--- config.mk ---
export PLATFORM = sky130hd
export DESIGN_NAME = acpu_cnt
export DESIGN_NICKNAME = d
export VERILOG_FILES = /design/src/rtl/acpu_pkg.sv /design/src/rtl/acpu_cnt.sv
export VERILOG_INCLUDE_DIRS = /design/src /design/src/rtl
export SDC_FILE = /design/constraint.sdc
export NUM_CORES = 1
export LEC_CHECK = 0
export ABC_AREA = 1
export BUFFER_PORTS_ARGS = -buffer_cell sky130_fd_sc_hd__buf_2
export CAP_MARGIN = 40
export CORE_ASPECT_RATIO = 1.1
export CORE_MARGIN = 8
export CORE_UTILIZATION = 35
export CTS_BUF_LIST = sky130_fd_sc_hd__clkbuf_4
export CTS_CLUSTER_DIAMETER = 150
export CTS_CLUSTER_SIZE = 14
export DETAILED_ROUTE_END_ITERATION = 16
export GPL_TIMING_DRIVEN = 0
export MAX_ROUTING_LAYER = met4
export PLACE_DENSITY_LB_ADDON = 0.15
export SETUP_SLACK_MARGIN = 0.1
export SLEW_MARGIN = 20
export SYNTH_ARGS = -nofsm -noshare
export SYNTH_HDL_FRONTEND = slang
export SYNTH_SLANG_ARGS = --single-unit
export TNS_END_PERCENT = 20
--- constraint.sdc ---
create_clock -name clk -period 2.6 [get_ports clk]
set_input_delay 0.13 -clock clk [delete_from_list [all_inputs] [get_ports clk]]
set_output_delay 0.13 -clock clk [all_outputs]
set_load 0.05 [all_outputs]
--- src/rtl/assert_macros.svh ---
// ----------------------------------------------------------------------------
// assert_macros.svh
// assertion shorthands shared by the accumulator cpu rtl
// ----------------------------------------------------------------------------
`ifndef ASSERT_MACROS_SVH
`define ASSERT_MACROS_SVH

// antecedent implies consequent in the same cycle
`define ACPU_ASSERT_IMPL(lbl, clk, rstn, ante, cons, msg) \
  lbl: assert property (@(posedge clk) disable iff (!rstn) (ante) |-> (cons)) else $error(msg);

// antecedent implies consequent in the next cycle
`define ACPU_ASSERT_NEXT(lbl, clk, rstn, ante, cons, msg) \
  lbl: assert property (@(posedge clk) disable iff (!rstn) (ante) |=> (cons)) else $error(msg);

// condition never holds
`define ACPU_ASSERT_NEVER(lbl, clk, rstn, cond, msg) \
  lbl: assert property (@(posedge clk) disable iff (!rstn) !(cond)) else $error(msg);

`endif

--- src/rtl/acpu_pkg.sv ---
// ----------------------------------------------------------------------------
// acpu_pkg
// types and constants of the accumulator cpu core
// ----------------------------------------------------------------------------
`timescale 1ns / 1ps

package acpu_pkg;

  localparam int MEM_WORDS = 4096;
  localparam int ADDR_W    = $clog2(MEM_WORDS);
  localparam int WORD_W    = 16;
  localparam int OP_W      = 4;
  localparam int CNT_OUT_W = 32;

  // item kinds
  localparam logic [1:0] KIND_WRITE = 2'd0;
  localparam logic [1:0] KIND_EXEC  = 2'd1;
  localparam logic [1:0] KIND_READ  = 2'd2;
  localparam logic [1:0] KIND_COUNT = 2'd3;

  // opcodes
  localparam logic [OP_W-1:0] OP_LOAD  = 4'h1;
  localparam logic [OP_W-1:0] OP_STORE = 4'h2;
  localparam logic [OP_W-1:0] OP_ADD   = 4'h3;
  localparam logic [OP_W-1:0] OP_SUBT  = 4'h4;
  localparam logic [OP_W-1:0] OP_INPUT = 4'h5;
  localparam logic [OP_W-1:0] OP_OUTP  = 4'h6;
  localparam logic [OP_W-1:0] OP_HALT  = 4'h7;
  localparam logic [OP_W-1:0] OP_SKIP  = 4'h8;
  localparam logic [OP_W-1:0] OP_JUMP  = 4'h9;
  localparam logic [OP_W-1:0] OP_CLEAR = 4'hB;

  // skip condition field
  localparam logic [ADDR_W-1:0] COND_MASK = 12'h0E00;
  localparam logic [ADDR_W-1:0] COND_NEG  = 12'h0000;
  localparam logic [ADDR_W-1:0] COND_ZERO = 12'h0400;
  localparam logic [ADDR_W-1:0] COND_POS  = 12'h0800;

  typedef enum logic [2:0] {
    SEQ_IDLE,
    SEQ_DECODE,
    SEQ_EXEC,
    SEQ_BUMP,
    SEQ_RDMEM,
    SEQ_RDCNT,
    SEQ_FINISH
  } seq_state_t;

  typedef struct packed {
    logic [1:0]               kind;
    logic [ADDR_W-1:0]        address;
    logic [WORD_W-1:0]        data;
    logic signed [WORD_W-1:0] input_value;
    logic [OP_W-1:0]          count_opcode;
  } item_t;

  typedef struct packed {
    logic [WORD_W-1:0]        read_data;
    logic [CNT_OUT_W-1:0]     count_value;
    logic [ADDR_W-1:0]        prog_counter;
    logic [WORD_W-1:0]        instr_reg;
    logic signed [WORD_W-1:0] accumulator;
    logic [ADDR_W-1:0]        addr_reg;
    logic signed [WORD_W-1:0] buffer_reg;
    logic                     out_valid;
    logic                     halted;
    logic                     fault;
  } res_t;

  typedef struct packed {
    logic              rd;
    logic              wr;
    logic [ADDR_W-1:0] addr;
    logic [WORD_W-1:0] wdata;
  } mem_req_t;

  typedef struct packed {
    logic            rd;
    logic            bump;
    logic [OP_W-1:0] idx;
  } cnt_req_t;

endpackage

--- src/rtl/acpu_cnt.sv ---
// ----------------------------------------------------------------------------
// acpu_cnt
// per-opcode execution counters, saturating read-modify-write store
// ----------------------------------------------------------------------------
`timescale 1ns / 1ps
`include "assert_macros.svh"

module acpu_cnt #(
  parameter int COUNT_BITS = 32
) (
  input  logic                          clk,
  input  logic                          rst_n,
  input  acpu_pkg::cnt_req_t            req,
  output logic [acpu_pkg::CNT_OUT_W-1:0] cnt_value
);

  localparam int N_OPS = 2 ** acpu_pkg::OP_W;

  logic [COUNT_BITS-1:0]     mem_r [N_OPS];
  logic [N_OPS-1:0]          vld_r;
  logic [COUNT_BITS-1:0]     rd_q_r;
  logic [acpu_pkg::OP_W-1:0] last_idx_r;
  logic [COUNT_BITS-1:0]     inc;

  // hold at all ones
  assign inc = (&rd_q_r) ? rd_q_r : rd_q_r + COUNT_BITS'(1);

  always_ff @(posedge clk) begin
    if (!rst_n) begin
      vld_r <= '0;
    end else if (req.bump) begin
      vld_r[last_idx_r] <= 1'b1;
    end
  end

  // bump writes back to the entry read last
  always_ff @(posedge clk) begin
    if (req.bump) begin
      mem_r[last_idx_r] <= inc;
    end
    if (req.rd) begin
      rd_q_r     <= vld_r[req.idx] ? mem_r[req.idx] : '0;
      last_idx_r <= req.idx;
    end
  end

  generate
    if (COUNT_BITS > acpu_pkg::CNT_OUT_W) begin : g_clip
      assign cnt_value = (|rd_q_r[COUNT_BITS-1:acpu_pkg::CNT_OUT_W]) ?
                         '1 : rd_q_r[acpu_pkg::CNT_OUT_W-1:0];
    end else begin : g_ext
      assign cnt_value = acpu_pkg::CNT_OUT_W'(rd_q_r);
    end
  endgenerate

  `ACPU_ASSERT_NEVER(a_cnt_rd_bump, clk, rst_n, req.rd && req.bump, "read and bump together")

endmodule

==> run metrics <==
result of the run complete, no violations; count of routing violations after the opening detailed-route iteration 1878; clock root buffer sky130_fd_sc_hd__clkbuf_4; leading cell types by total area after synthesis sky130_fd_sc_hd__edfxtp_1 (65%), sky130_fd_sc_hd__nand2_1 (12%), sky130_fd_sc_hd__nand3_1 (8.6%); buffer depth of the longest clock path 3; post-synthesis average cell area 9.992 um2; nature of the critical path startpoint flip-flop; leakage power of the design 12.29 nW; type of the worst setup path flip-flop to flip-flop; global routing usage on met2 34.02%; via count normalized by instance count 4.977; number of distinct standard cells referenced by the synthesized netlist 30; Max Cap Viol 0; warnings from Yosys 0; sequential area share after synthesis 66.10%; CP arrival 2940 ps; count of flip-flops with a built-in enable after synthesis 548; routability cong. 0.9066; most frequently used cell type in the post-synthesis netlist sky130_fd_sc_hd__nand2_1; IR drop worst, VDD 0.0003582 V; antenna viol nets, final 0; clock-pin slew reported for the worst setup and hold paths after clock tree synthesis 140 ps; clock latency on the worst-skew pair 850 ps; number of nets in the layout 2694; Routed WL per cell 23.98 um; core area 71780 um2; largest fanout of any net on the critical path 16; CTS H-Tree Depth 2; largest net degree at the start of global routing 33; antenna violations before repair 7; met3 GRT Util 2.972%; fraction of synthesized cell area taken by the top area cell type 64.84%; share of final-layout standard cells stronger than drive strength 1 11.54%; CTS buffer count 46; ranking of synthesized cells by instance count sky130_fd_sc_hd__nand2_1 (815), sky130_fd_sc_hd__edfxtp_1 (548), sky130_fd_sc_hd__inv_1 (475), sky130_fd_sc_hd__nand3_1 (436), sky130_fd_sc_hd__nor2_1 (74); cell type with the largest total area after synthesis sky130_fd_sc_hd__edfxtp_1; post-layout instance count excluding filler cells 3643; vias 18130; TritonCTS clock tree yes; number of synthesized register bits 564; setup repair after global routing missed its margin yes; cell count after placement 3564; total global routing overflow 0; number of instances in the synthesized netlist 2540; Critical Path Sink Type flip-flop; internal reg-to-reg setup slack 130 ps; Post-Syn Nets 2549; area occupied by multi-input gates 6202 um2; std cell rows 103; Buffers on Ports 39; count of clock tree sinks 564; drt pass-1 iters 5; Mapped Area 25380 um2; maximum clock frequency 404.5 MHz; starting density of the core 35.36%; Max Transition Viols Final 0; Hold Vio Cnt, Final 0; required time worst endpoint 3060 ps; first-pass GRT wire length 124100 um; vias in the first global route 17560; Hold Crit Class primary input to flip-flop; final-report setup violation count 0; vertical die dimension 298.4 um; # fillers 7069; part of the cycle the worst path needs 95.09%; full die area 81400 um2; final routed wirelength across all metal layers 87360 um; total global-route track usage 21.75%; largest clock skew in the final design 46.24 ps; ys async rst share 0%; worst slack on hold paths 103.2 ps; Worst Tran Pin Value 904.8 ps; placed cell areas 27690 um2; dpl hpwl 60890 um; post-detailed-route DRC marker count 0; layer with the highest usage after global routing met2; design area 28480 um2; layout overhead on the synthesized area 12.23%; Die Width 272.8 um; power density cells 567.9 nW/um2; area used by sequential logic in the layout 16780 um2; tightest slew margin relative to the limit 39.68%; I/O pin count 40; post-layout minimum cycle time 2472 ps; dominant synthesized flop cell sky130_fd_sc_hd__edfxtp_1; met1 global-route usage 28.86%
cells by family (layout without fill, tap and decap cells):
| logic type | count (synthesis) | in the layout | synth area share (%) |
|---|---|---|---|
| and+or+nand+nor | 1366 | 1366 | 23.01 |
| buffers and inverters | 594 | 750 | 10.53 |
| DFF | 564 | 564 | 66.10 |
| AOI/OAI and AO/OA | 15 | 15 | 0.3155 |
| adders and majority gates | 1 | 1 | 0.04929 |
| other | 0 | 2 | 0 |
cell type report:
type / instances / area share (%)
inverter: 479 / 6.339
buffer: 115 / 3.053
antenna: 2 / 0.01757
timing repair buffer: 97 / 4.195
multi-input combinational: 1382 / 21.78
sequential: 564 / 58.90
tap: 945 / 4.151
clock buffer: 58 / 1.529
clock inverter: 1 / 0.03954
metrics by stage:
stage               setup slack (ps)  power, mW  util (%)  setup TNS (ps)
detailed placement            -528.6      12.46     38.57         -171840
CTS                            96.66      16.27     39.59               0
finish                         127.7      16.18     39.68               0
floorplan                      33.66      11.59         -               0
global route                   47.49      16.75     39.68               0
global placement               -2429      12.35     37.27        -1189450
flip-flops by register name (all words and copies together) (netlist names):
register / flops
mem_r: 512
last_idx_r: 4
cnt_value: 32
vld_r: 16
layout by cell type, fill, tap and decap left out, types with 5 or more instances in the layout:
cell and count:
sky130_fd_sc_hd__buf_1 13, sky130_fd_sc_hd__dlygate4sd3_1 10, sky130_fd_sc_hd__nor2_4 16, sky130_fd_sc_hd__nand3_1 408
sky130_fd_sc_hd__nor3_1 12, sky130_fd_sc_hd__nand3_2 28, sky130_fd_sc_hd__edfxtp_1 548, sky130_fd_sc_hd__buf_6 47
sky130_fd_sc_hd__nand2_1 814, sky130_fd_sc_hd__buf_4 28, sky130_fd_sc_hd__buf_12 20, sky130_fd_sc_hd__buf_16 12
sky130_fd_sc_hd__inv_1 473, sky130_fd_sc_hd__clkbuf_4 58, sky130_fd_sc_hd__o21ai_0 8, sky130_fd_sc_hd__nand4_1 5
sky130_fd_sc_hd__dfxtp_1 16, sky130_fd_sc_hd__nor2_1 60, sky130_fd_sc_hd__nand3b_1 7, sky130_fd_sc_hd__buf_2 74
power breakdown:
| group | switching [mW] | internal [mW] |
|---|---|---|
| combinational | 1.42 | 0.502 |
| clock | 2.86 | 1.02 |
| sequential | 0.124 | 10.2 |
layer usage:
layer | vias to the layer above | wire (um)
li1 | 8422 | -
met1 | 8895 | 38000
met2 | 670 | 40340
met3 | 143 | 5556
met4 | 0 | 3460
met5 | - | 0
critical path, stage by stage, from the launching register on:
cell	delay, ps
sky130_fd_sc_hd__edfxtp_1	520
sky130_fd_sc_hd__buf_4	190
sky130_fd_sc_hd__inv_1	110
sky130_fd_sc_hd__nor3_4	280
sky130_fd_sc_hd__inv_1	150
sky130_fd_sc_hd__nor2_1	360
sky130_fd_sc_hd__nand2_1	100
sky130_fd_sc_hd__nand2_1	80
sky130_fd_sc_hd__nand3_2	320
path summary, 6_finish.rpt:
kind / from / to / depth (start not counted)
worst min-delay path: rst_n / vld_r[0] / 3
worst max-delay path: cnt_value[0] / mem_r[8][27] / 8
worst max register to register: cnt_value[0] / mem_r[8][27] / 8
worst min register to register: vld_r[8] / vld_r[8] / 2
timing repair:
| item | 4_1_cts | 5_1_grt |
|---|---|---|
| hold endpoints to repair | 79 | 0 |
| gates resized for setup | 31 | 2 |
| hold buffers | 10 | 0 |
| pin swaps | 1 | 1 |
| setup endpoints to repair | 512 | 156 |
| buffers inserted | 3 | 3 |
Note: power is estimated with default switching activity, not from simulation.
