## config.mk

```make
export PLATFORM = sky130hd
export DESIGN_NAME = acpu_core
export DESIGN_NICKNAME = d
export VERILOG_FILES = /design/src/rtl/acpu_pkg.sv /design/src/rtl/acpu_core.sv
export VERILOG_INCLUDE_DIRS = /design/src /design/src/rtl
export SDC_FILE = /design/constraint.sdc
export NUM_CORES = 1
export LEC_CHECK = 0
export BUFFER_PORTS_ARGS = -buffer_cell sky130_fd_sc_hd__buf_2
export CAP_MARGIN = 0
export CELL_PAD_IN_SITES_DETAIL_PLACEMENT = 1
export CELL_PAD_IN_SITES_GLOBAL_PLACEMENT = 1
export CORE_MARGIN = 2
export CORE_UTILIZATION = 39
export DETAILED_ROUTE_END_ITERATION = 7
export MAX_ROUTING_LAYER = met4
export PLACE_DENSITY_LB_ADDON = 0.12
export SLEW_MARGIN = 10
export SYNTH_ARGS = -nofsm -noshare
export SYNTH_HDL_FRONTEND = slang
export SYNTH_SLANG_ARGS = --single-unit
```

## constraint.sdc

```tcl
create_clock -name clk -period 5.1 [get_ports clk]
set_input_delay 0.255 -clock clk [delete_from_list [all_inputs] [get_ports clk]]
set_output_delay 0.255 -clock clk [all_outputs]
set_load 0.02 [all_outputs]
```

## src/rtl/assert_macros.svh

```systemverilog
// ----------------------------------------------------------------------------
// assert_macros.svh
// assertion shorthands shared by the accumulator cpu rtl
// ----------------------------------------------------------------------------
`ifndef ASSERT_MACROS_SVH
`define ASSERT_MACROS_SVH

// antecedent implies consequent in the same cycle
`define ACPU_ASSERT_IMPL(lbl, clk, rstn, ante, cons, msg) \
  lbl: assert property (@(posedge clk) disable iff (!rstn) (ante) |-> (cons)) else $error(msg);

// antecedent implies consequent in the next cycle
`define ACPU_ASSERT_NEXT(lbl, clk, rstn, ante, cons, msg) \
  lbl: assert property (@(posedge clk) disable iff (!rstn) (ante) |=> (cons)) else $error(msg);

// condition never holds
`define ACPU_ASSERT_NEVER(lbl, clk, rstn, cond, msg) \
  lbl: assert property (@(posedge clk) disable iff (!rstn) !(cond)) else $error(msg);

`endif

```

## src/rtl/acpu_pkg.sv

```systemverilog
// ----------------------------------------------------------------------------
// acpu_pkg
// types and constants of the accumulator cpu core
// ----------------------------------------------------------------------------
`timescale 1ns / 1ps

package acpu_pkg;

  localparam int MEM_WORDS = 4096;
  localparam int ADDR_W    = $clog2(MEM_WORDS);
  localparam int WORD_W    = 16;
  localparam int OP_W      = 4;
  localparam int CNT_OUT_W = 32;

  // item kinds
  localparam logic [1:0] KIND_WRITE = 2'd0;
  localparam logic [1:0] KIND_EXEC  = 2'd1;
  localparam logic [1:0] KIND_READ  = 2'd2;
  localparam logic [1:0] KIND_COUNT = 2'd3;

  // opcodes
  localparam logic [OP_W-1:0] OP_LOAD  = 4'h1;
  localparam logic [OP_W-1:0] OP_STORE = 4'h2;
  localparam logic [OP_W-1:0] OP_ADD   = 4'h3;
  localparam logic [OP_W-1:0] OP_SUBT  = 4'h4;
  localparam logic [OP_W-1:0] OP_INPUT = 4'h5;
  localparam logic [OP_W-1:0] OP_OUTP  = 4'h6;
  localparam logic [OP_W-1:0] OP_HALT  = 4'h7;
  localparam logic [OP_W-1:0] OP_SKIP  = 4'h8;
  localparam logic [OP_W-1:0] OP_JUMP  = 4'h9;
  localparam logic [OP_W-1:0] OP_CLEAR = 4'hB;

  // skip condition field
  localparam logic [ADDR_W-1:0] COND_MASK = 12'h0E00;
  localparam logic [ADDR_W-1:0] COND_NEG  = 12'h0000;
  localparam logic [ADDR_W-1:0] COND_ZERO = 12'h0400;
  localparam logic [ADDR_W-1:0] COND_POS  = 12'h0800;

  typedef enum logic [2:0] {
    SEQ_IDLE,
    SEQ_DECODE,
    SEQ_EXEC,
    SEQ_BUMP,
    SEQ_RDMEM,
    SEQ_RDCNT,
    SEQ_FINISH
  } seq_state_t;

  typedef struct packed {
    logic [1:0]               kind;
    logic [ADDR_W-1:0]        address;
    logic [WORD_W-1:0]        data;
    logic signed [WORD_W-1:0] input_value;
    logic [OP_W-1:0]          count_opcode;
  } item_t;

  typedef struct packed {
    logic [WORD_W-1:0]        read_data;
    logic [CNT_OUT_W-1:0]     count_value;
    logic [ADDR_W-1:0]        prog_counter;
    logic [WORD_W-1:0]        instr_reg;
    logic signed [WORD_W-1:0] accumulator;
    logic [ADDR_W-1:0]        addr_reg;
    logic signed [WORD_W-1:0] buffer_reg;
    logic                     out_valid;
    logic                     halted;
    logic                     fault;
  } res_t;

  typedef struct packed {
    logic              rd;
    logic              wr;
    logic [ADDR_W-1:0] addr;
    logic [WORD_W-1:0] wdata;
  } mem_req_t;

  typedef struct packed {
    logic            rd;
    logic            bump;
    logic [OP_W-1:0] idx;
  } cnt_req_t;

endpackage

```

## src/rtl/acpu_core.sv

```systemverilog
// ----------------------------------------------------------------------------
// acpu_core
// instruction sequencer and architectural registers
// ----------------------------------------------------------------------------
`timescale 1ns / 1ps
`include "assert_macros.svh"

module acpu_core (
  input  logic                          clk,
  input  logic                          rst_n,
  input  logic                          item_vld,
  input  acpu_pkg::item_t               item,
  output logic                          take,
  input  logic                          res_free,
  output logic                          res_load,
  output acpu_pkg::res_t                res,
  output acpu_pkg::mem_req_t            mem_req,
  input  logic [acpu_pkg::WORD_W-1:0]   mem_rdata,
  output acpu_pkg::cnt_req_t            cnt_req,
  input  logic [acpu_pkg::CNT_OUT_W-1:0] cnt_value
);

  acpu_pkg::seq_state_t        state_r, state_nxt;
  acpu_pkg::item_t             cur_r, cur_nxt;
  logic [acpu_pkg::ADDR_W-1:0] pc_r, pc_nxt;
  logic [acpu_pkg::ADDR_W-1:0] mar_r, mar_nxt;
  logic [acpu_pkg::WORD_W-1:0] acc_r, acc_nxt;
  logic [acpu_pkg::WORD_W-1:0] mbr_r, mbr_nxt;
  logic [acpu_pkg::WORD_W-1:0] ir_r, ir_nxt;
  logic                        halt_r, halt_nxt;
  logic                        fault_r, fault_nxt;
  logic                        outp_r, outp_nxt;

  always_ff @(posedge clk) begin
    if (!rst_n) begin
      state_r <= acpu_pkg::SEQ_IDLE;
      pc_r    <= '0;
      mar_r   <= '0;
      acc_r   <= '0;
      mbr_r   <= '0;
      ir_r    <= '0;
      halt_r  <= 1'b0;
      fault_r <= 1'b0;
      outp_r  <= 1'b0;
    end else begin
      state_r <= state_nxt;
      pc_r    <= pc_nxt;
      mar_r   <= mar_nxt;
      acc_r   <= acc_nxt;
      mbr_r   <= mbr_nxt;
      ir_r    <= ir_nxt;
      halt_r  <= halt_nxt;
      fault_r <= fault_nxt;
      outp_r  <= outp_nxt;
    end
  end

  always_ff @(posedge clk) begin
    cur_r <= cur_nxt;
  end

  always_comb begin
    logic [acpu_pkg::OP_W-1:0]   op;
    logic [acpu_pkg::ADDR_W-1:0] opnd;
    logic [acpu_pkg::ADDR_W-1:0] cond;
    logic                        skip;

    op        = mem_rdata[acpu_pkg::WORD_W-1 -: acpu_pkg::OP_W];
    opnd      = mem_rdata[acpu_pkg::ADDR_W-1:0];
    cond      = opnd & acpu_pkg::COND_MASK;
    skip      = 1'b0;

    state_nxt = state_r;
    cur_nxt   = cur_r;
    pc_nxt    = pc_r;
    mar_nxt   = mar_r;
    acc_nxt   = acc_r;
    mbr_nxt   = mbr_r;
    ir_nxt    = ir_r;
    halt_nxt  = halt_r;
    fault_nxt = fault_r;
    outp_nxt  = outp_r;
    take      = 1'b0;
    res_load  = 1'b0;
    mem_req   = '0;
    cnt_req   = '0;

    unique case (state_r)
      acpu_pkg::SEQ_IDLE: begin
        if (item_vld) begin
          take     = 1'b1;
          cur_nxt  = item;
          outp_nxt = 1'b0;
          unique case (item.kind)
            acpu_pkg::KIND_WRITE: begin
              mem_req.wr    = 1'b1;
              mem_req.addr  = item.address;
              mem_req.wdata = item.data;
              state_nxt     = acpu_pkg::SEQ_FINISH;
            end
            acpu_pkg::KIND_READ: begin
              mem_req.rd   = 1'b1;
              mem_req.addr = item.address;
              state_nxt    = acpu_pkg::SEQ_RDMEM;
            end
            acpu_pkg::KIND_COUNT: begin
              cnt_req.rd  = 1'b1;
              cnt_req.idx = item.count_opcode;
              state_nxt   = acpu_pkg::SEQ_RDCNT;
            end
            acpu_pkg::KIND_EXEC: begin
              if (halt_r) begin
                state_nxt = acpu_pkg::SEQ_FINISH;
              end else begin
                // fetch
                mem_req.rd   = 1'b1;
                mem_req.addr = pc_r;
                mar_nxt      = pc_r;
                pc_nxt       = pc_r + 1'b1;
                state_nxt    = acpu_pkg::SEQ_DECODE;
              end
            end
          endcase
        end
      end

      acpu_pkg::SEQ_DECODE: begin
        mbr_nxt     = mem_rdata;
        ir_nxt      = mem_rdata;
        cnt_req.rd  = 1'b1;
        cnt_req.idx = op;
        state_nxt   = acpu_pkg::SEQ_BUMP;
        unique case (op)
          acpu_pkg::OP_LOAD, acpu_pkg::OP_ADD, acpu_pkg::OP_SUBT: begin
            mar_nxt      = opnd;
            mem_req.rd   = 1'b1;
            mem_req.addr = opnd;
            state_nxt    = acpu_pkg::SEQ_EXEC;
          end
          acpu_pkg::OP_STORE: begin
            mar_nxt       = opnd;
            mem_req.wr    = 1'b1;
            mem_req.addr  = opnd;
            mem_req.wdata = acc_r;
          end
          acpu_pkg::OP_INPUT: acc_nxt = cur_r.input_value;
          acpu_pkg::OP_OUTP:  outp_nxt = 1'b1;
          acpu_pkg::OP_HALT:  halt_nxt = 1'b1;
          acpu_pkg::OP_SKIP: begin
            if (cond == acpu_pkg::COND_NEG) begin
              skip = acc_r[acpu_pkg::WORD_W-1];
            end else if (cond == acpu_pkg::COND_ZERO) begin
              skip = (acc_r == '0);
            end else if (cond == acpu_pkg::COND_POS) begin
              skip = !acc_r[acpu_pkg::WORD_W-1] && (acc_r != '0);
            end
            if (skip) begin
              pc_nxt = pc_r + 1'b1;
            end
          end
          acpu_pkg::OP_JUMP:  pc_nxt = opnd;
          acpu_pkg::OP_CLEAR: acc_nxt = '0;
          default: begin
            // unsupported opcode, no counter change
            cnt_req.rd = 1'b0;
            halt_nxt   = 1'b1;
            fault_nxt  = 1'b1;
            state_nxt  = acpu_pkg::SEQ_FINISH;
          end
        endcase
      end

      acpu_pkg::SEQ_EXEC: begin
        if (res_free) begin
          mbr_nxt = mem_rdata;
          unique case (ir_r[acpu_pkg::WORD_W-1 -: acpu_pkg::OP_W])
            acpu_pkg::OP_ADD:  acc_nxt = acc_r + mem_rdata;
            acpu_pkg::OP_SUBT: acc_nxt = acc_r - mem_rdata;
            default:           acc_nxt = mem_rdata;
          endcase
          cnt_req.bump = 1'b1;
          res_load     = 1'b1;
          state_nxt    = acpu_pkg::SEQ_IDLE;
        end
      end

      acpu_pkg::SEQ_BUMP: begin
        if (res_free) begin
          cnt_req.bump = 1'b1;
          res_load     = 1'b1;
          state_nxt    = acpu_pkg::SEQ_IDLE;
        end
      end

      acpu_pkg::SEQ_RDMEM, acpu_pkg::SEQ_RDCNT, acpu_pkg::SEQ_FINISH: begin
        if (res_free) begin
          res_load  = 1'b1;
          state_nxt = acpu_pkg::SEQ_IDLE;
        end
      end

      default: state_nxt = acpu_pkg::SEQ_IDLE;
    endcase
  end

  // result word shows the registers as they stand after the item
  always_comb begin
    res.read_data    = (state_r == acpu_pkg::SEQ_RDMEM) ? mem_rdata : '0;
    res.count_value  = (state_r == acpu_pkg::SEQ_RDCNT) ? cnt_value : '0;
    res.prog_counter = pc_nxt;
    res.instr_reg    = ir_nxt;
    res.accumulator  = acc_nxt;
    res.addr_reg     = mar_nxt;
    res.buffer_reg   = mbr_nxt;
    res.out_valid    = outp_nxt;
    res.halted       = halt_nxt;
    res.fault        = fault_nxt;
  end

  `ACPU_ASSERT_NEVER(a_core_fault_halt, clk, rst_n, fault_r && !halt_r, "fault without halt")
  `ACPU_ASSERT_NEXT(a_core_halt_sticky, clk, rst_n, halt_r, halt_r, "halt flag cleared")
  `ACPU_ASSERT_NEVER(a_core_load_full, clk, rst_n, res_load && !res_free, "result overrun")

endmodule

```

==> results of run 1 <==
area by class of cell:
cell class	count	area (um2)
fill	2325	9248
multi-input combinational	750	4802
sequential	94	2042
timing repair buffer	271	1379
tap	229	286.5
clock buffer	9	225.2
inverter	23	87.58
clock inverter	7	77.57
worst max-delay path by stage:
stage,start,end,slack (ns),cells past startpoint
floorplan,ir_r[15],acc_r[5],1.73,10
global placement,mem_rdata[4],res[45],1.56,13
detailed placement,mem_rdata[4],res[45],1.51,13
CTS,ir_r[15],res[38],1.11,11
global route,ir_r[12],res[46],0.79,11
finish,ir_r[12],res[38],1.03,11
sequential cells by signal (all words and copies together), names as in the netlist:
register,cells
fault_r,1
state_r,3
outp_r,1
pc_r,12
ir_r,16
acc_r,16
cur_r,16
mar_r,12
mbr_r,16
halt_r,1
logic make-up after synthesis:
| family | count (synthesis) | synth area share [%] |
|---|---|---|
| AOI/OAI and AO/OA | 267 | 24.84 |
| xor gates and xnor gates | 23 | 2.768 |
| adders and majority gates | 23 | 4.057 |
| buffers and inverters | 100 | 6.034 |
| DFF | 94 | 28.06 |
| muxes | 34 | 5.003 |
| and+or+nand+nor | 403 | 29.24 |
cell usage in the layout, fill, tap and decap left out, types with 10 or more instances in the layout:
master,n
a211oi_1,12
nor2_1,42
a22o_1,20
dfxtp_1,78
nor3_1,26
buf_2,262
or3_1,12
and3_1,10
o21ai_0,56
xnor2_1,16
ha_1,22
a22oi_1,19
nand2_1,125
nand3_1,33
mux2_2,19
inv_1,21
edfxtp_1,16
a21oi_1,56
mux2i_1,15
and2_1,89
a31oi_1,20
power groups by stage:
stage / logic, mW / registers (mW) / clock network (mW)
3_5_place_dp: 2.06 / 1.05 / 0
3_3_place_gp: 2.03 / 1.04 / 0
5_1_grt: 2.22 / 1.05 / 0.750
6_report: 2.07 / 1.04 / 0.714
4_1_cts: 2.07 / 1.03 / 0.725
2_1_floorplan: 1.45 / 0.967 / 0
critical path, delay by kind of cell, from the launching register on:
family,cells,cell delay [ns]
adder cells (fa/ha/maj),1,0.30
XOR/XNOR,1,0.18
AO/OA/AOI/OAI,5,1.22
AND/OR/NAND/NOR,3,1.22
buffers and inverters,1,0.19
flip-flops,1,0.35
through the flow:
| step | total power [mW] | utilization [%] |
|---|---|---|
| 2_1_floorplan | 2.421 | - |
| 3_3_place_gp | 3.077 | 47.37 |
| 3_5_place_dp | 3.108 | 47.37 |
| 4_1_cts | 3.824 | 49.04 |
| 5_1_grt | 4.025 | 49.04 |
| 6_report | 3.821 | 49.04 |
synthesized netlist by cell type, drive strengths merged (4+ instances only):
library cell	count	area [um2]
nand2b	6	37.54
or2	4	25.02
ha	22	275.3
a211oi	13	110.1
buf	29	171.4
o31ai	5	42.54
o21a	7	52.55
o21ai	63	315.3
nor3	28	150.1
nand3b	4	30.03
a211o	5	43.79
nor3b	10	75.07
a22o	20	175.2
o211ai	9	67.56
or3	12	75.07
a31oi	20	125.1
nand4	7	43.79
inv	22	82.58
a21oi	57	289.0
edfxtp	16	480.5
a221oi	7	73.82
mux2i	15	150.1
nor4	7	43.79
or3b	4	35.03
a22oi	19	142.6
nand2	127	486.7
a311oi	4	35.03
nand3	33	165.2
mux2	19	214.0
clkbuf	48	180.2
nor2	44	183.9
dfxtp	78	1562
xnor2	16	140.1
and3	10	62.56
xor2	7	61.31
a21o	6	45.04
o31a	4	35.03
a221o	4	40.04
nor2b	5	31.28
and2	91	569.3
layer usage:
metal  vias up  share of wire [%]
met5         -                  0
met4         0                3.4
met3        55                6.7
met2       346                 47
met1      4008                 43
li1       3843                  -
==> results.py, run 1 <==
metrics = {
    "run_status": {
        "status": "complete, no violations",
    },
    "clock_network": {
        "htreeDepth": 3,
        "cts_sinks": 94,
        "cts_buffers": 9,
        "cts.repair.resized": 0,
        "cts_tree": "done",
        "cts_setup_buffers": 0,
        "cts.clk_slew.worst_paths_ns": 0.08,
        "cts_root_buffer": "clkbuf_16",
        "clk_latency_ns": 0.37,
        "cts.path.max_buffers": 2,
        "holdBufCountCts": 0,
    },
    "setup_path": {
        "r2r-start": "ir_r[12]",
        "crit_path_top_delay_cell": "or4b_2",
        "rrSetupSlack_ns": 1.71,
        "max_stage_delay_ns": 0.82,
        "critPathRequiredTime_ns": 4.85,
        "cp_max_fo": 8,
        "rr_worst_depth": 10,
        "critPathLaunchType": "flip-flop",
        "worst-setup-path-type": "reg -> out",
        "r2r_end": "acc_r[7]",
        "worstPathArrival_ns": 3.81,
        "path_cells": "or4b_2, o21ai_0, xor2_1, ha_1, and2_1, a221oi_1, a21oi_1, o21ai_0, nand3_1, a21oi_1, buf_2",
        "crit_path_end_kind": "output port",
    },
    "routing": {
        "num_vias": 8252,
        "dr.pass1.iters": 5,
        "drc": 0,
        "viasPerCell": 5.967,
        "ant_nets": 0,
        "wl_um": 31050,
        "wire_per_inst_um": 22.45,
        "drt-initial-drc-count": 553,
    },
    "hold_path": {
        "hp-start": "item[8]",
        "min_path_type": "in -> reg",
        "whs_path_depth": 1,
        "hold_end": "cur_r[8]",
    },
    "global_routing": {
        "gr-total-overflow": 0,
        "gr-usage-met3_pct": 5.129,
        "groute.usage.overall_pct": 31.12,
        "use_met2_pct": 50.42,
        "busiest_layer": "met2",
        "grt_use_met1_pct": 39.05,
        "grt_max_degree": 42,
        "antenna_found_initial": 0,
        "grt_pass1_wl_um": 45740,
        "grt_pass1_vias": 7745,
    },
    "synth": {
        "synth_async_sr_flop_share_pct": 0,
        "syn_nets": 1069,
        "synth_top_flop_cell": "dfxtp_1",
        "syn_avg_cell_area_um2": 7.710,
        "synth_cell_types": 81,
        "synth_seq_cells": 94,
        "synth-edff-count": 16,
        "yosysSeqAreaShare_pct": 28.06,
        "syn_area_um2": 7278,
        "yosysWarningCount": 0,
        "syn_inst": 944,
    },
    "cells_and_area": {
        "final_cell_area_um2": 8900,
        "area_delta_synth_final_pct": 22.28,
        "nets": 1274,
        "final_cells": 1383,
        "n_antenna_cell": 0,
        "drive_gt1_share_pct": 28.42,
    },
    "timing": {
        "worst_hold_slack_ns": 0.06188,
        "slew_headroom_pct": 16.41,
        "rsz0062_at_grt": "no",
        "worst_pin_slew_ns": 1.219,
        "final_max_slew_viol_count": 0,
        "fin_ws_ns": 1.034,
        "finClkSkew_ns": 0.01164,
        "period_needed_ns": 4.066,
        "tns_ns": 0,
        "hold_viol": 0,
        "period_share_pct": 79.72,
        "fmax_mhz": 246.0,
        "setup_viol": 0,
    },
    "power": {
        "power_density_nw_per_um2": 429.3,
        "vdd_drop_max_mv": 0.2909,
        "p_comb_share_pct": 54.2,
        "switchingPower_mw": 1.859,
        "p_leak_nw": 4.199,
        "switching_share_pct": 48.67,
        "clkPwrFrac_pct": 18.7,
        "power_frac_seq_pct": 27.1,
        "internal_power_mw": 1.961,
    },
    "die": {
        "start_util_pct": 40.11,
        "fp.dieH_um": 140.6,
        "die_w_um": 140.6,
        "rows": 49,
        "core_um2": 18150,
        "io_pins": 263,
        "fp.dieArea_um2": 19770,
    },
    "place": {
        "placedCellCount": 1367,
        "dp_hpwl_um": 23040,
        "port_buffers": 262,
        "preCtsSetupSlack_ns": 1.506,
        "finalWeightedCongestion": 0.9376,
        "placed_cell_area_um2": 8597,
    },
    "job": {
        "drv_cap": 0,
    },
}
Power figures use the tool's default switching activity.
==> run 2, diff against run 1 <==
--- a/config.mk
+++ b/config.mk
@@ -6,12 +6,13 @@
 export SDC_FILE = /design/constraint.sdc
 export NUM_CORES = 1
 export LEC_CHECK = 0
+export ABC_AREA = 1
 export BUFFER_PORTS_ARGS = -buffer_cell sky130_fd_sc_hd__buf_2
 export CAP_MARGIN = 0
 export CELL_PAD_IN_SITES_DETAIL_PLACEMENT = 1
 export CELL_PAD_IN_SITES_GLOBAL_PLACEMENT = 1
 export CORE_MARGIN = 2
-export CORE_UTILIZATION = 39
+export CORE_UTILIZATION = 34
 export DETAILED_ROUTE_END_ITERATION = 7
 export MAX_ROUTING_LAYER = met4
 export PLACE_DENSITY_LB_ADDON = 0.12
==> constraint.sdc (replaced) <==
create_clock -name clk -period 4 [get_ports clk]
set_input_delay 0.2 -clock clk [delete_from_list [all_inputs] [get_ports clk]]
set_output_delay 0.2 -clock clk [all_outputs]
set_load 0.02 [all_outputs]
==> run 2 against run 1 <==
Count of clock-buffer cells in the layout unchanged. Final cell count increased by 23%. Worst setup slack got worse by 0.75 ns. Die area increased by 16%. Synthesized cell count increased by 26%. Sequential power increased by 27%. Via count increased by 10%. Flip-flop and latch count unchanged. Core utilization decreased by 5.5 points. First-iteration DRC count increased by 10%. Global-route usage decreased by 1.2 points. Largest cell class unchanged. Highest routed layer unchanged.
==> results.py, run 2 <==
metrics = {
    "place": {
        "dp_hpwl_um": 26350,
        "port_buffers": 262,
        "placed_cell_area_um2": 8906,
        "finalWeightedCongestion": 0.9017,
    },
    "die": {
        "io_pins": 263,
        "core_um2": 21220,
        "fp.dieArea_um2": 22980,
        "fp.dieH_um": 151.6,
        "die_w_um": 151.6,
        "start_util_pct": 34.90,
        "rows": 53,
    },
    "power": {
        "vdd_drop_max_mv": 0.3379,
        "power_density_nw_per_um2": 587.2,
        "p_leak_nw": 5.006,
    },
    "cells_and_area": {
        "post-route-util_pct": 43.58,
        "final_cell_mix": "271 x nand2_1, 262 x buf_2, 177 x inv_1, 148 x nor2_1, 126 x a21oi_1",
        "fill_cells": 2960,
        "layout_commonest_cell": "nand2_1",
        "nets": 1553,
        "area_delta_synth_final_pct": 24.89,
        "n_antenna_cell": 0,
        "drive_gt1_share_pct": 23.10,
        "final_cell_area_um2": 9249,
    },
    "timing": {
        "hold_viol": 0,
        "setup_viol": 0,
        "period_share_pct": 92.91,
        "period_needed_ns": 3.716,
        "rsz0062_at_grt": "no",
        "fmax_mhz": 269.1,
        "finClkSkew_ns": 0.01157,
        "tns_ns": 0,
        "slew_headroom_pct": 17.52,
        "final_max_slew_viol_count": 0,
        "worst_pin_slew_ns": 1.236,
    },
    "clock_network": {
        "cts_sinks": 94,
        "cts_tree": "done",
        "cts.clk_slew.worst_paths_ns": 0.08,
        "cts.path.max_buffers": 2,
        "cts_buffers": 9,
        "clk_latency_ns": 0.36,
        "cts_root_buffer": "clkbuf_16",
        "htreeDepth": 3,
    },
    "synth": {
        "synth_top_area_share_pct": 21.08,
        "synth_cell_types": 45,
        "synth_top_flop_cell": "dfxtp_1",
        "syn_inst": 1191,
        "synth_seq_cells": 94,
        "yosysSeqAreaShare_pct": 27.57,
        "synth_commonest_cells": "271 x nand2_1, 177 x inv_1, 148 x nor2_1",
        "synth_async_sr_flop_share_pct": 0,
        "syn_nets": 1316,
        "synthTopCellsByArea": "dfxtp_1 21%, nand2_1 14%, inv_1 9.0%",
        "syn_area_um2": 7406,
        "syn_avg_cell_area_um2": 6.218,
        "yosysTopAreaCell": "dfxtp_1",
        "yosysWarningCount": 0,
        "synth.most_common_cell": "nand2_1",
        "synth-edff-count": 16,
    },
    "global_routing": {
        "grt_use_met1_pct": 40.53,
        "gr-total-overflow": 0,
        "grt_pass1_wl_um": 50300,
        "antenna_found_initial": 0,
        "grt_max_degree": 66,
        "gr-usage-met3_pct": 5.389,
        "groute.usage.overall_pct": 29.96,
        "grt_pass1_vias": 8685,
        "use_met2_pct": 47.29,
        "busiest_layer": "met2",
    },
    "routing": {
        "drc": 0,
        "viasPerCell": 5.331,
        "dr.pass1.iters": 4,
        "num_vias": 9105,
        "ant_nets": 0,
        "drt-initial-drc-count": 610,
        "wire_per_inst_um": 20.05,
        "wl_um": 34250,
    },
    "setup_path": {
        "worst-setup-path-type": "reg -> out",
        "critPathLaunchType": "flip-flop",
        "crit_start": "ir_r[15]",
        "path_cells": "inv_1, nand4_1, inv_1, or2_2, xor2_1, inv_1, ha_1, nand2_1, o21ai_0, nand2_1, nand3_1, xnor2_1, nor2_1, o21ai_0, nand2_1, buf_2",
        "cp_max_fo": 8,
        "r2r-start": "ir_r[15]",
        "path_depth": 16,
        "crit_path_top_delay_cell": "ha_1",
        "worstPathArrival_ns": 3.52,
        "critPathRequiredTime_ns": 3.80,
        "crit_family": "simple AND/OR/NAND/NOR gates",
        "crit_path_end_kind": "output port",
        "max_stage_delay_ns": 0.36,
        "rr_worst_depth": 15,
        "critPathBufInv": 4,
    },
    "job": {
        "drv_cap": 0,
    },
    "hold_path": {
        "whs_path_depth": 1,
        "hp-start": "item[12]",
        "min_path_type": "in -> reg",
    },
    "run_status": {
        "status": "complete, no violations",
    },
}
run 2: changes by cell type in the layout (fill, tap and decap cells not counted), moves of 31 or more:
cell / delta
nand2_1: +146
a21oi_1: +70
nor2_1: +106
nand3_1: +31
inv_1: +156
and2_1: -89
run 2: timing repair:
| item | in CTS | in global routing |
|---|---|---|
| hold buffers | 4 | 0 |
| setup buffers | 0 | 0 |
| hold endpoints to repair | 4 | 0 |
| endpoints found under the setup margin | 0 | 0 |
| gates resized for setup | 0 | 0 |
run 2: final timing paths:
kind,endpoint,slack [ns]
worst max-delay path,res[43],0.28
worst min-delay path,cur_r[12],0.01
worst max register to register,acc_r[12],0.83
worst min register to register,fault_r,0.47
run 2: cell type report:
type	count	area [um2]	share of cell area, %
Timing Repair Buffer	279	1449	15.67
Tap cell	275	344.1	3.720
Multi-Input combinational cell	855	4402	47.59
Sequential cell	94	2042	22.08
Clock inverter	7	77.57	0.8387
Inverter	189	709.4	7.670
Clock buffer	9	225.2	2.435
run 2: layer usage:
metal  vias up  share of wire [%]
met5         -                  0
met4         0                1.2
met3        31                7.9
met2       375                 44
met1      4340                 47
li1       4359                  -
run 2: worst reg2reg max path, stage by stage, from the launching register on:
cell and delay (ns):
dfxtp_1 0.35, inv_1 0.05, nand4_1 0.29, inv_1 0.20, or2_2 0.34, xor2_1 0.14, inv_1 0.07, ha_1 0.36
nand2_1 0.14, o21ai_0 0.27, nand2_1 0.09, nand3_1 0.12, xnor2_1 0.13, nor2_1 0.06, o21ai_0 0.31, a21oi_1 0.11
run 2: power breakdown:
| group | switching, mW | internal (mW) | leakage, nW | total [mW] |
|---|---|---|---|---|
| Combinational | 2.30 | 0.906 | 4.08 | 3.20 |
| Clock | 0.461 | 0.444 | 0.144 | 0.905 |
| Sequential | 0.161 | 1.16 | 0.784 | 1.32 |
| Total | 2.92 | 2.51 | 5.01 | 5.43 |
run 2: kinds of logic after synthesis:
kind of cell | after synthesis | share of synthesized area, %
buffers and inverters | 242 | 12.99
and+or+nand+nor | 525 | 29.63
AOI/OAI and AO/OA | 282 | 22.86
DFF | 94 | 27.57
adders and majority gates | 23 | 3.987
xor gates and xnor gates | 25 | 2.957
run 2: stage by stage:
stage / setup WS (ns) / hold WS [ns] / power (mW) / std cells
final: 0.2837 / 0.01203 / 5.431 / 1708
after detailed placement: 0.5578 / 0.3787 / 4.512 / 1688
after CTS: 0.3156 / 0.001774 / 5.441 / 1708
after global placement: 0.6564 / 0.3771 / 4.478 / 1688
after global routing: 0.01197 / 0.0001867 / 5.800 / 1708
after floorplan: 1.165 / 0.2976 / 3.425 / 1191
